File: src/hdl/tss_pkg.sv
package tss_pkg;

  localparam int unsigned TaskSlots    = 64;
  localparam logic [31:0] ProgramMagic = 32'hE59D0000;
  localparam logic [7:0]  ResetSlice   = 8'd5;

  typedef enum logic [1:0] {
    ST_FREE  = 2'd0,
    ST_READY = 2'd1,
    ST_SLEEP = 2'd2
  } task_st_e;

  typedef enum logic [1:0] {
    MODE_TICK   = 2'd0,
    MODE_CREATE = 2'd1,
    MODE_KILL   = 2'd2,
    MODE_SLEEP  = 2'd3
  } mode_e;

  typedef enum logic [1:0] {
    STAT_OK      = 2'd0,
    STAT_BAD_PRG = 2'd1,
    STAT_FULL    = 2'd2
  } status_e;

  localparam logic CFG_NEW_SLICE = 1'b0;
  localparam logic CFG_KERN_PRIO = 1'b1;

  // one table entry: status, slice, priority, timer
  typedef struct packed {
    logic [1:0]  st;
    logic [7:0]  slice;
    logic [7:0]  prio;
    logic [15:0] timer;
  } entry_t;

  // memory port request from the sequencer
  typedef struct packed {
    logic   wr_en;
    entry_t wr_data;
  } mem_req_t;

endpackage

File: src/hdl/tss_table.sv
module tss_table
  import tss_pkg::*;
#(
  parameter int unsigned TASK_SLOTS = TaskSlots,
  localparam int unsigned IdxW = $clog2(TASK_SLOTS)
) (
  input  logic            clk_i,
  input  logic [IdxW-1:0] rd_addr_i,
  output entry_t          rd_data_o,
  input  logic [IdxW-1:0] wr_addr_i,
  input  mem_req_t        wr_req_i
);

  entry_t mem_q [TASK_SLOTS];

  always_ff @(posedge clk_i) begin
    if (wr_req_i.wr_en) begin
      mem_q[wr_addr_i] <= wr_req_i.wr_data;
    end
    rd_data_o <= mem_q[rd_addr_i];
  end

endmodule

File: src/hdl/task_slice_scheduler_core.sv
// Channel   Dir  Handshake                Payload
// s_axis    in   s_axis_tvalid/tready     mode,user,prio,first_word,kill_id,sleep_ticks
// m_axis    out  m_axis_tvalid/tready     current,switched,previous,created,status
// cfg       in   cfg_valid_i/cfg_ready_o  cfg_index_i, cfg_data_i
// An item takes up to four sweeps of the task table through its one read port
// and one write port, plus single-entry read-modify-write updates, before the
// result is loaded. After reset one clearing sweep runs before the first item
// or register write is taken; register writes are taken only while idle. The
// result sits in an output register; a stalled output holds the next item off.
module task_slice_scheduler_core
  import tss_pkg::*;
#(
  parameter int unsigned TASK_SLOTS = TaskSlots,
  localparam int unsigned IdxW = $clog2(TASK_SLOTS)
) (
  input  logic        clk_i,
  input  logic        rst_ni,
  input  logic        s_axis_tvalid,
  output logic        s_axis_tready,
  // [1:0] mode, [2] in_user_space, [10:3] task_priority, [42:11] first_word,
  // [48:43] kill_id, [64:49] sleep_ticks, zero fill to 72
  input  logic [71:0] s_axis_tdata,
  output logic        m_axis_tvalid,
  input  logic        m_axis_tready,
  // [5:0] current_task, [6] switched, [12:7] previous_task,
  // [18:13] created_id, [20:19] status, zero fill to 24
  output logic [23:0] m_axis_tdata,
  input  logic        cfg_valid_i,
  output logic        cfg_ready_o,
  input  logic        cfg_index_i,
  input  logic [7:0]  cfg_data_i
);

  typedef enum logic [9:0] {
    S_CLEAR  = 10'b0000000001,
    S_IDLE   = 10'b0000000010,
    S_WAKE   = 10'b0000000100, // tick: count down sleepers, then touch running slice
    S_FIND   = 10'b0000001000, // create/kill search sweep
    S_PICK1  = 10'b0000010000,
    S_REFILL = 10'b0000100000,
    S_PICK2  = 10'b0001000000,
    S_ONE    = 10'b0010000000, // single entry read-modify-write
    S_DONE   = 10'b0100000000,
    S_OUT    = 10'b1000000000
  } state_e;

  localparam int unsigned CntW = IdxW + 1;
  localparam logic [CntW-1:0] LastCnt = CntW'(TASK_SLOTS + 1);

  state_e          state_q, state_d;
  logic [CntW-1:0] cnt_q, cnt_d;       // read address counter, data index is one behind
  logic [IdxW-1:0] raddr;
  entry_t          rdata;
  mem_req_t        wreq;
  logic [IdxW-1:0] waddr;

  logic [7:0]  new_slice_q;
  logic [IdxW-1:0] run_q, run_d, prev_q;
  logic [6:0]  ready_q, ready_d;
  logic [1:0]  mode_q;
  logic        user_q;
  logic [7:0]  tprio_q;
  logic        magic_ok_q;
  logic [5:0]  kid_q;
  logic [15:0] ticks_q;
  logic [IdxW-1:0] pick_q, pick_d;
  logic [8:0]  best_q, best_d;        // bit 8 set means none yet
  logic        found_q, found_d;
  logic [IdxW-1:0] created_q, created_d;
  logic [1:0]  stat_q, stat_d;
  logic [1:0]  one_op_q, one_op_d;    // 0 tick slice, 1 sleep entry, 2 reload k0
  logic [23:0] out_q, out_d;
  logic        ovalid_q, ovalid_d;

  localparam logic [1:0] OP_TICK = 2'd0, OP_SLEEP = 2'd1, OP_RELOAD = 2'd2;

  logic [IdxW-1:0] didx;
  logic            dval, in_fire, cfg_fire;
  entry_t          e;

  assign raddr       = cnt_q[IdxW-1:0];
  assign didx        = IdxW'(cnt_q - CntW'(1));
  assign dval        = (cnt_q != '0) && (cnt_q <= CntW'(TASK_SLOTS));
  // a pending register write goes first
  assign s_axis_tready = (state_q == S_IDLE) && !ovalid_q && !cfg_valid_i;
  assign cfg_ready_o = (state_q == S_IDLE);
  assign in_fire     = s_axis_tvalid && s_axis_tready;
  assign cfg_fire    = cfg_valid_i && cfg_ready_o;
  assign m_axis_tvalid = ovalid_q;
  assign m_axis_tdata  = out_q;

  tss_table #(.TASK_SLOTS(TASK_SLOTS)) u_table (
    .clk_i     (clk_i),
    .rd_addr_i (raddr),
    .rd_data_o (rdata),
    .wr_addr_i (waddr),
    .wr_req_i  (wreq)
  );

  always_comb begin
    state_d = state_q; cnt_d = cnt_q; run_d = run_q; ready_d = ready_q;
    pick_d = pick_q; best_d = best_q; found_d = found_q; created_d = created_q;
    stat_d = stat_q; one_op_d = one_op_q;
    out_d = out_q; ovalid_d = ovalid_q;
    wreq = '0; waddr = didx; e = rdata;
    if (ovalid_q && m_axis_tready) ovalid_d = 1'b0;
    unique case (state_q)
      S_CLEAR: begin
        waddr = raddr;
        wreq.wr_en = 1'b1;
        wreq.wr_data = (raddr == '0) ? entry_t'{ST_READY, ResetSlice, ResetSlice, 16'd0}
                                     : entry_t'('0);
        cnt_d = cnt_q + 1'b1;
        if (cnt_q == CntW'(TASK_SLOTS - 1)) begin
          cnt_d = '0; state_d = S_IDLE;
        end
      end
      S_IDLE: begin
        if (cfg_fire && cfg_index_i == CFG_KERN_PRIO) begin
          waddr = '0; wreq.wr_en = 1'b1;
          wreq.wr_data = '{ST_READY, cfg_data_i, cfg_data_i, 16'd0};
        end else if (in_fire) begin
          cnt_d = '0; found_d = 1'b0; created_d = '0; stat_d = STAT_OK;
          unique case (mode_e'(s_axis_tdata[1:0]))
            MODE_TICK: state_d = S_WAKE;
            MODE_CREATE: begin
              if (s_axis_tdata[42:11] != ProgramMagic) begin
                stat_d = STAT_BAD_PRG; state_d = S_DONE;
              end else state_d = S_FIND;
            end
            MODE_KILL: state_d = S_FIND;
            MODE_SLEEP: begin
              cnt_d = CntW'(run_q); one_op_d = OP_SLEEP; state_d = S_ONE;
            end
          endcase
        end
      end
      S_WAKE: begin
        cnt_d = cnt_q + 1'b1;
        if (dval && didx != '0 && rdata.st == ST_SLEEP) begin
          e.timer = rdata.timer - 16'd1;
          if (e.timer == '0) begin
            e.st = ST_READY; ready_d = ready_d + 7'd1;
          end
          wreq.wr_en = 1'b1; wreq.wr_data = e;
        end
        if (cnt_q == LastCnt - 1'b1) begin
          cnt_d = CntW'(run_q); one_op_d = OP_TICK; state_d = S_ONE;
        end
      end
      S_ONE: begin
        // cnt_q holds addr; wait for the registered read data using bit trick:
        // cnt upper bit used as phase flag
        if (!cnt_q[IdxW]) begin
          cnt_d = {1'b1, cnt_q[IdxW-1:0]};
        end else begin
          waddr = cnt_q[IdxW-1:0];
          cnt_d = '0;
          best_d = 9'h100; pick_d = '0;
          unique case (one_op_q)
            OP_TICK: begin
              if (rdata.slice != 8'd0) e.slice = rdata.slice - 8'd1;
              wreq.wr_en = 1'b1; wreq.wr_data = e;
              state_d = ((rdata.st != ST_READY || e.slice == 8'd0) && user_q)
                        ? S_PICK1 : S_DONE;
            end
            OP_SLEEP: begin
              if (run_q != '0 && rdata.st == ST_READY) begin
                e.st = ST_SLEEP;
                e.timer = (ticks_q == 16'd0) ? 16'd1 : ticks_q;
                wreq.wr_en = 1'b1; wreq.wr_data = e;
                ready_d = ready_q - 7'd1;
                state_d = S_PICK1;
              end else state_d = S_DONE;
            end
            default: begin
              e.slice = rdata.prio;
              wreq.wr_en = 1'b1; wreq.wr_data = e;
              state_d = S_DONE;
            end
          endcase
          if (state_d == S_PICK1 && ready_d == 7'd1 && run_q == '0) begin
            // lone kernel task: reload slot 0 slice instead
            one_op_d = OP_RELOAD; cnt_d = '0; state_d = S_ONE;
          end
        end
      end
      S_FIND: begin
        cnt_d = cnt_q + 1'b1;
        if (dval && !found_q) begin
          if (mode_q == MODE_CREATE) begin
            if (rdata.st == ST_FREE) begin
              found_d = 1'b1; created_d = didx;
              wreq.wr_en = 1'b1;
              wreq.wr_data = '{ST_READY, new_slice_q, tprio_q, 16'd0};
              ready_d = ready_q + 7'd1;
            end
          end else if (didx != '0 && rdata.st != ST_FREE &&
                       (kid_q == 6'd0 || 32'(kid_q) == 32'(didx))) begin
            found_d = 1'b1;
            if (rdata.st == ST_READY) ready_d = ready_q - 7'd1;
            wreq.wr_en = 1'b1; wreq.wr_data = '0;
          end
        end
        if (cnt_q == LastCnt - 1'b1) begin
          cnt_d = '0; best_d = 9'h100; pick_d = '0;
          if (mode_q == MODE_CREATE) begin
            if (!found_d) stat_d = STAT_FULL;
            state_d = S_DONE;
          end else if (ready_d == 7'd1 && run_q == '0) begin
            one_op_d = OP_RELOAD; state_d = S_ONE;
          end else state_d = S_PICK1;
        end
      end
      S_PICK1, S_PICK2: begin
        cnt_d = cnt_q + 1'b1;
        if (dval && didx != '0 && rdata.st == ST_READY &&
            (best_q[8] || {1'b0, rdata.slice} > best_q)) begin
          best_d = {1'b0, rdata.slice}; pick_d = didx;
        end
        if (cnt_q == LastCnt - 1'b1) begin
          cnt_d = '0;
          if (state_q == S_PICK2) begin
            run_d = (best_d[8] || best_d == 9'd0) ? '0 : pick_d;
            state_d = S_DONE;
          end else if (best_d != 9'd0) begin
            run_d = pick_d; state_d = S_DONE;
          end else state_d = S_REFILL;
          best_d = 9'h100; pick_d = '0;
        end
      end
      S_REFILL: begin
        cnt_d = cnt_q + 1'b1;
        if (dval && didx != '0 && rdata.st == ST_READY) begin
          e.slice = rdata.prio; wreq.wr_en = 1'b1; wreq.wr_data = e;
        end
        if (cnt_q == LastCnt - 1'b1) begin
          cnt_d = '0; state_d = S_PICK2;
        end
      end
      S_DONE: begin
        out_d = {3'd0, stat_q, 6'(created_q), 6'(prev_q), run_q != prev_q, 6'(run_q)};
        ovalid_d = 1'b1; state_d = S_IDLE;
      end
      default: state_d = S_IDLE;
    endcase
  end

  always_ff @(posedge clk_i or negedge rst_ni) begin
    if (!rst_ni) begin
      state_q <= S_CLEAR; cnt_q <= '0; run_q <= '0; ready_q <= '0;
      new_slice_q <= ResetSlice; ovalid_q <= 1'b0;
      found_q <= 1'b0; stat_q <= STAT_OK; one_op_q <= OP_TICK;
    end else begin
      state_q <= state_d; cnt_q <= cnt_d; run_q <= run_d; ready_q <= ready_d;
      ovalid_q <= ovalid_d; found_q <= found_d; stat_q <= stat_d;
      one_op_q <= one_op_d;
      if (cfg_fire && cfg_index_i == CFG_NEW_SLICE) new_slice_q <= cfg_data_i;
    end
  end

  always_ff @(posedge clk_i) begin
    pick_q <= pick_d; best_q <= best_d; created_q <= created_d; out_q <= out_d;
    if (in_fire) begin
      mode_q <= s_axis_tdata[1:0]; user_q <= s_axis_tdata[2];
      tprio_q <= s_axis_tdata[10:3]; magic_ok_q <= s_axis_tdata[42:11] == ProgramMagic;
      kid_q <= s_axis_tdata[48:43]; ticks_q <= s_axis_tdata[64:49];
      prev_q <= run_q;
    end
  end

`ifndef SYNTHESIS
  a_no_accept_busy: assert property (@(posedge clk_i) disable iff (!rst_ni)
    s_axis_tready |-> !m_axis_tvalid) else $error("accept while result pending");
  a_create_magic: assert property (@(posedge clk_i) disable iff (!rst_ni)
    (state_q == S_FIND && mode_q == MODE_CREATE) |-> magic_ok_q)
    else $error("create search with bad word");
  a_out_held: assert property (@(posedge clk_i) disable iff (!rst_ni)
    (m_axis_tvalid && !m_axis_tready) |=> $stable(m_axis_tdata))
    else $error("result changed under stall");
`endif

endmodule
File: config.mk
export PLATFORM = sky130hd
export DESIGN_NAME = task_slice_scheduler_core
export DESIGN_NICKNAME = d
export VERILOG_FILES = /design/src/hdl/tss_pkg.sv /design/src/hdl/tss_table.sv /design/src/hdl/task_slice_scheduler_core.sv
export SDC_FILE = /design/constraint.sdc
export NUM_CORES = 2
export LEC_CHECK = 0
export BUFFER_PORTS_ARGS = -buffer_cell sky130_fd_sc_hd__buf_2
export CORE_MARGIN = 5
export CORE_UTILIZATION = 55
export CTS_CLUSTER_SIZE = 16
export DETAILED_ROUTE_END_ITERATION = 10
export PLACE_DENSITY = 0.69
export RECOVER_POWER = 100
export SLEW_MARGIN = 20
export SYNTH_ARGS = -nofsm -noshare
export SYNTH_HDL_FRONTEND = slang
export SYNTH_SLANG_ARGS = --single-unit
File: constraint.sdc
create_clock -name clk_i -period 10.24 [get_ports clk_i]
set_input_delay 1.024 -clock clk_i [delete_from_list [all_inputs] [get_ports clk_i]]
set_output_delay 1.024 -clock clk_i [all_outputs]
set_load 0.01 [all_outputs]
Word-level counts from Yosys, hierarchy flattened
Memory sizes are Yosys's and may differ from the RTL's. A register that Yosys moved wholly into a read port is not among the register bits.
Cells that the tools add are included.
{ "totals": {"register_bits": 125, "mem_bits_rw": 2176, "in_bits": 86, "out_inout_bits": 27, "n_memories": 1} }
{ "classes": {"magnitude_cmp": 2, "n_reduce_logical": 62, "n_mux": 114, "add_sub_neg": 6, "bitwise": 1, "n_eq_ne": 43} }
{ "memory_table": {"columns": ["name", "words", "word_bits", "read_ports", "rd_clocked_by_memory_dff", "wr", "line", "rtl"], "rows": [
  ["u_table.mem_q", 64, 34, 1, 1, 1, "tss_table.sv:14", "entry_t mem_q [TASK_SLOTS];"]
]} }
{ "op_table": {"columns": ["cell", "count"], "rows": [
  ["$mux W35", 9],
  ["$pmux W35 S6", 1],
  ["$mux W7", 19],
  ["$mux W10", 11],
  ["$mux W9", 11],
  ["$mux W6", 15],
  ["$pmux W10 S7", 1],
  ["$pmux W35 S2", 1],
  ["$mux W8", 5],
  ["$pmux W10 S4", 1],
  ["$pmux W6 S3", 2],
  ["$pmux W7 S5", 1],
  ["$mux W33", 1],
  ["$logic_not A16 Y1", 2],
  ["$ne A2 B2 Y1 const B", 16],
  ["$ne A32 B32 Y1 const B", 1],
  ["$mux W2", 15],
  ["$pmux W9 S3", 1],
  ["$pmux W7 S3", 1],
  ["$eq A10 B5 Y1 const B", 2],
  ["$logic_and A1 B1 Y1", 20],
  ["$logic_not A6 Y1", 3],
  ["$pmux W9 S2", 1],
  ["$mux W16", 1],
  ["49 further kinds", 87]
]} }

Logic depth before layout (Yosys ltp)
{ "depth": {"depth_word": 18, "mapped_depth": 17} }

Modules after synthesis
Synthesis repeated with hierarchy kept, for this count alone.
{ "unflattened": {"hier_cells": 4653, "hier_area_um2": 91825.6} }
{ "by_module_without_submodules": {"columns": ["module", "cells_each", "area_per_inst_um2", "instances"], "rows": [
  ["tss_table", 3767, 83681.5, 1],
  ["task_slice_scheduler_core", 886, 8144.1, 1]
]} }

Worst setup path after synthesis
Ideal clock, no wire load.
{ "synth_timing": {"kind": "register -> register", "startpoint": "reg cnt_q[0]", "endpoint": "mem u_table.mem_q[0][14] (netlist bit), data pin", "arrival_ns": 5.345, "path_stages_with_launch": 14, "path_buffers": 5, "setup_ns": 0.702, "slack_ns": 4.193, "path_cell_list": "dfrtp_1 -> buf_4 -> buf_4 -> buf_2 -> inv_1 -> ha_1 -> buf_6 -> nor3b_4 -> a21oi_2 -> o2111ai_1 -> or2_1 -> buf_2 -> o211a_1 -> o21ai_0"} }
{ "synth_lines": {"columns": ["item", "line", "rtl"], "rows": [
  ["start, declared", "task_slice_scheduler_core.sv:51", "logic [CntW-1:0] cnt_q, cnt_d;"],
  ["start signal, assigned", "task_slice_scheduler_core.sv:255", "state_q <= state_d; cnt_q <= cnt_d; run_q <= run_d; ready_q <= ready_d;"],
  ["end, declared", "tss_table.sv:14", null]
]} }

Final worst setup path
{ "layout_timing": {"startpoint": "reg cnt_q[0]", "endpoint": "mem u_table.mem_q[23][22] (netlist bit) (enable)"} }
{ "layout_via": {"elab_chain_cells": 10, "elab_cells_between_ends": 24, "cone_classes": "add/sub (1); order compare (1); eq/ne (1); mux (11); reduce/logical (10)"} }
{ "layout_rtl": {"columns": ["item", "line", "rtl"], "rows": [
  ["$sub A6 B1 Y6 *", "task_slice_scheduler_core.sv:82", "assign didx = IdxW'(cnt_q - CntW'(1));"],
  ["named net didx[0]", "task_slice_scheduler_core.sv:77", "logic [IdxW-1:0] didx;"],
  ["$eq A6 B6 Y1 or $reduce_bool A6 Y1 (tied branches)", null, null],
  ["$logic_or A1 B1 Y1 or $logic_and A1 B1 Y1 (tied branches)", "task_slice_scheduler_core.sv:199, task_slice_scheduler_core.sv:198", null],
  ["$logic_and A1 B1 Y1", "task_slice_scheduler_core.sv:198", "end else if (didx != '0 && rdata.st != ST_FREE &&"],
  ["$mux W35", "task_slice_scheduler_core.sv:198", null],
  ["$mux W35", "task_slice_scheduler_core.sv:191", "if (mode_q == MODE_CREATE) begin"],
  ["$mux W35", "task_slice_scheduler_core.sv:190", "if (dval && !found_q) begin"],
  ["$pmux W35 S6", "task_slice_scheduler_core.sv:107", "unique case (state_q)"],
  ["$mux W1", "tss_table.sv:17", "if (wr_req_i.wr_en) begin"],
  ["$mux W1 (not written as such)", "tss_table.sv:18", "mem_q[wr_addr_i] <= wr_req_i.wr_data;"]
]} }
The timed path passes the listed nets; every way through them passes the cells marked *.

==> impl_metrics.py <==
metrics = {
    "run_status": {
        "outcome": "finished, violations left",
        "violations": "max-capacitance violations, max-slew violations",
    },
    "timing": {
        "fin_crit_sh_pct": 76.7,
        "hold_violations": 0,
        "rsz0062_at_grt": "no",
        "final.setup.tns_ps": 0,
        "relSlewSlack_pct": -124,
        "worst_pin_slew_ps": 3370,
        "layout_min_cycle_time_ps": 7860,
        "drv_slew": 1443,
        "finalClockSkew_ps": 27.8,
        "setup_violations": 0,
        "fmax_mhz": 127,
    },
    "clock_tree": {
        "cts_tree": "yes",
        "clk-insertion-delay-late_ps": 850,
        "numClockSinks": 2334,
        "htree_num_levels": 4,
        "clock_path_buffers": 3,
        "root_buffer": "clkbuf_16",
        "hold_buffers": 0,
        "clkTransAtPathRegs_ps": 60,
        "cts_setup_buffers": 0,
        "cts_buffers": 218,
        "post_cts_resize_count": 0,
    },
    "cells_and_area": {
        "final_common_cell": "edfxtp_1",
        "fin_nets": 4680,
        "final_util_pct": 61.7,
        "layout_common_cells": "edfxtp_1, mux4_2, clkbuf_16",
        "syn2layout_area_growth_pct": 11.8,
        "drive_gt1_share_pct": 26.5,
    },
    "yosys": {
        "synthMuxAreaShare_pct": 16.7,
        "synth_edf_count": 2257,
        "yosys_most_used_dff": "edfxtp_1",
        "synthArstFlopShare_pct": 1.84,
        "avgSynthCellArea_um2": 21.2,
        "synth_xor_area_share_pct": 0.372,
        "synth_top_area_share_pct": 73.5,
        "syn_area_um2": 92200,
        "synth_top_family_by_area": "multiplexers",
        "ys_ff_latch": 2334,
        "synth_compound_area_share_pct": 2.88,
        "yosys.area.top_type": "edfxtp_1",
        "yosysSeqAreaShare_pct": 75.4,
        "synth.distinct_cells": 94,
        "synthSimpleGateAreaFrac_pct": 2.97,
        "syn_inst": 4359,
        "ys_top_cells_by_area": "edfxtp_1, mux4_2, dfrtp_1",
        "yosys_warnings": 0,
        "synth-adder-area-share_pct": 0.217,
    },
    "job": {
        "max_cap_violations": 28,
    },
    "worst_setup_path": {
        "critPathSlowestCell": "dfrtp_1",
        "crit_type": "flop to flop",
        "cp_max_fo": 41,
        "endpoint_kind": "flop",
        "path_cells": "inv_1 > ha_1 > nor3b_1 > and3_1 > o2111ai_1 > or2_1 > o21ai_4 > nor4_1 > a21boi_2 > nand2b_1 > clkbuf_1 > nor2_4 > buf_4",
        "critPathMaxStageDelay_ps": 1960,
        "crit_required_ps": 10760,
        "start_kind": "flop",
        "cp.arrival_ps": 8380,
    },
    "drt": {
        "postRouteWirelength_mm": 227,
        "drtAntennaViolNets": 0,
        "dr.first_iter.drc_count": 6024,
        "vias": 46200,
        "wl_per_cell_um": 32.6,
        "drc": 0,
        "via_per_inst": 6.62,
        "dr.pass1.iters": 6,
    },
    "floorplan": {
        "die_w_um": 420,
        "fp-row-count": 150,
        "die_area_um2": 176000,
        "initial_core_util_pct": 55.2,
        "die_y_um": 420,
        "pin_count": 113,
        "core_um2": 167000,
    },
    "power": {
        "powerDensity_nw_per_um2": 260,
        "p_leak_nw": 32.1,
        "ir_worst_vdd_uv": 211,
    },
    "grt": {
        "grt_start_max_net_pins": 97,
        "grt_pass1_wl_mm": 326,
        "grt_antenna_before_repair": 6,
        "grt.total_usage_pct": 26.0,
        "grt_pass1_vias": 45800,
        "grt-ovfl-total": 0,
    },
    "place": {
        "gp_congestion": 0.895,
        "io_buffers": 102,
        "hpwl_mm": 124,
    },
    "hold_path": {
        "min_path_type": "input pin to flop",
    },
}
==> area by class of cell <==
type / instances / area [um2]
Clock inverter: 120 / 1390
Tap cell: 2204 / 2760
Sequential cell: 2334 / 69500
Clock buffer: 285 / 5850
Timing Repair Buffer: 241 / 1490
Fill cell: 11400 / 63900
Inverter: 50 / 195
Multi-Input combinational cell: 1733 / 21900
Antenna cell: 2 / 5.00
==> layer usage <==
layer / GRT usage [%] / wire [um]
met5: 0 / 27
met4: 8.34 / 7790
met3: 4.90 / 21300
met2: 40.9 / 109000
met1: 37.8 / 89300
==> stage by stage <==
step	total power [mW]	area (um2)	cells	worst slack [ps]	hold WS, ps
2_1_floorplan	16.7	92200	4361	4190	400
3_3_place_gp	18.7	96200	6562	3980	409
3_5_place_dp	18.8	96200	6562	3780	410
4_1_cts	26.9	103000	6967	3770	292
5_1_grt	27.8	103000	6967	1740	312
6_report	26.8	103000	6969	2380	356
==> report_power, final <==
part | total (mW) | leakage, nW | switching (mW) | internal, mW
combinational | 6.68 | 7.51 | 3.93 | 2.75
sequential | 11.9 | 21.1 | 0.401 | 11.5
clock | 8.18 | 3.49 | 3.47 | 4.71
total | 26.8 | 32.1 | 7.80 | 19.0
==> kinds of logic (layout without fill, tap and decap cells) <==
| family | count (synthesis) | in the layout |
|---|---|---|
| other | 1 | 5 |
| flip-flops | 2334 | 2334 |
| XOR/XNOR | 35 | 35 |
| adder cells (fa/ha/maj) | 16 | 16 |
| buffers and inverters | 294 | 696 |
| multiplexers | 735 | 735 |
| AND/OR/NAND/NOR | 556 | 556 |
| AO/OA/AOI/OAI | 388 | 388 |
==> cell usage after synthesis (all sizes together) (5+ instances only) <==
library cell  count
ha               16
o21ai            85
nor2b             9
a32oi             6
nand3            43
buf             133
nand2           164
nand4            16
or3               7
o22ai            23
o211a             7
nor3b            11
mux2i            66
clkbuf          111
o221ai           13
nor3             31
o211ai           10
xor2             12
and2             15
a221o            15
nand2b           17
or2               6
a22o              7
nand4b            5
nor2            169
nor4             31
dfxtp            34
edfxtp         2257
a31oi            20
o22a             10
a21boi            9
inv              50
a221oi           12
dfrtp            40
a21o              9
xnor2            21
o31ai            10
a22oi            19
mux2             29
and3             11
a211oi           14
a21oi            95
mux4            640
==> state kept, by name, summed over array words and instances, names as in the netlist, 8 cells and up <==
name,flops
u_table.mem_q,2176
u_table.rd_data_o,34
m_axis_tdata,21
ticks_q,16
best_q,9
state_q,9
new_slice_q,8
tprio_q,8
==> critical path, delay by kind of cell, from the launching register on <==
kind	cells	cell delay [ps]
simple gates	6	2330
flops	1	1960
buf+inv	3	1770
compound gates	3	880
fa+ha+maj	1	540
==> final timing paths <==
check	start	to	slack, ps	depth (start not counted)
max reg2reg	cnt_q[0]	u_table.mem_q[23][22]	2380	13
min reg2reg	created_q[3]	m_axis_tdata[16]	420	0
max	cnt_q[0]	u_table.mem_q[23][22]	2380	13
min	s_axis_tdata[52]	ticks_q[3]	360	1
min in group asynchronous	rst_ni	stat_q[0]	1210	2
max in group asynchronous	rst_ni	cnt_q[1]	6990	2
No activity file was read; power rests on OpenSTA's default activity.
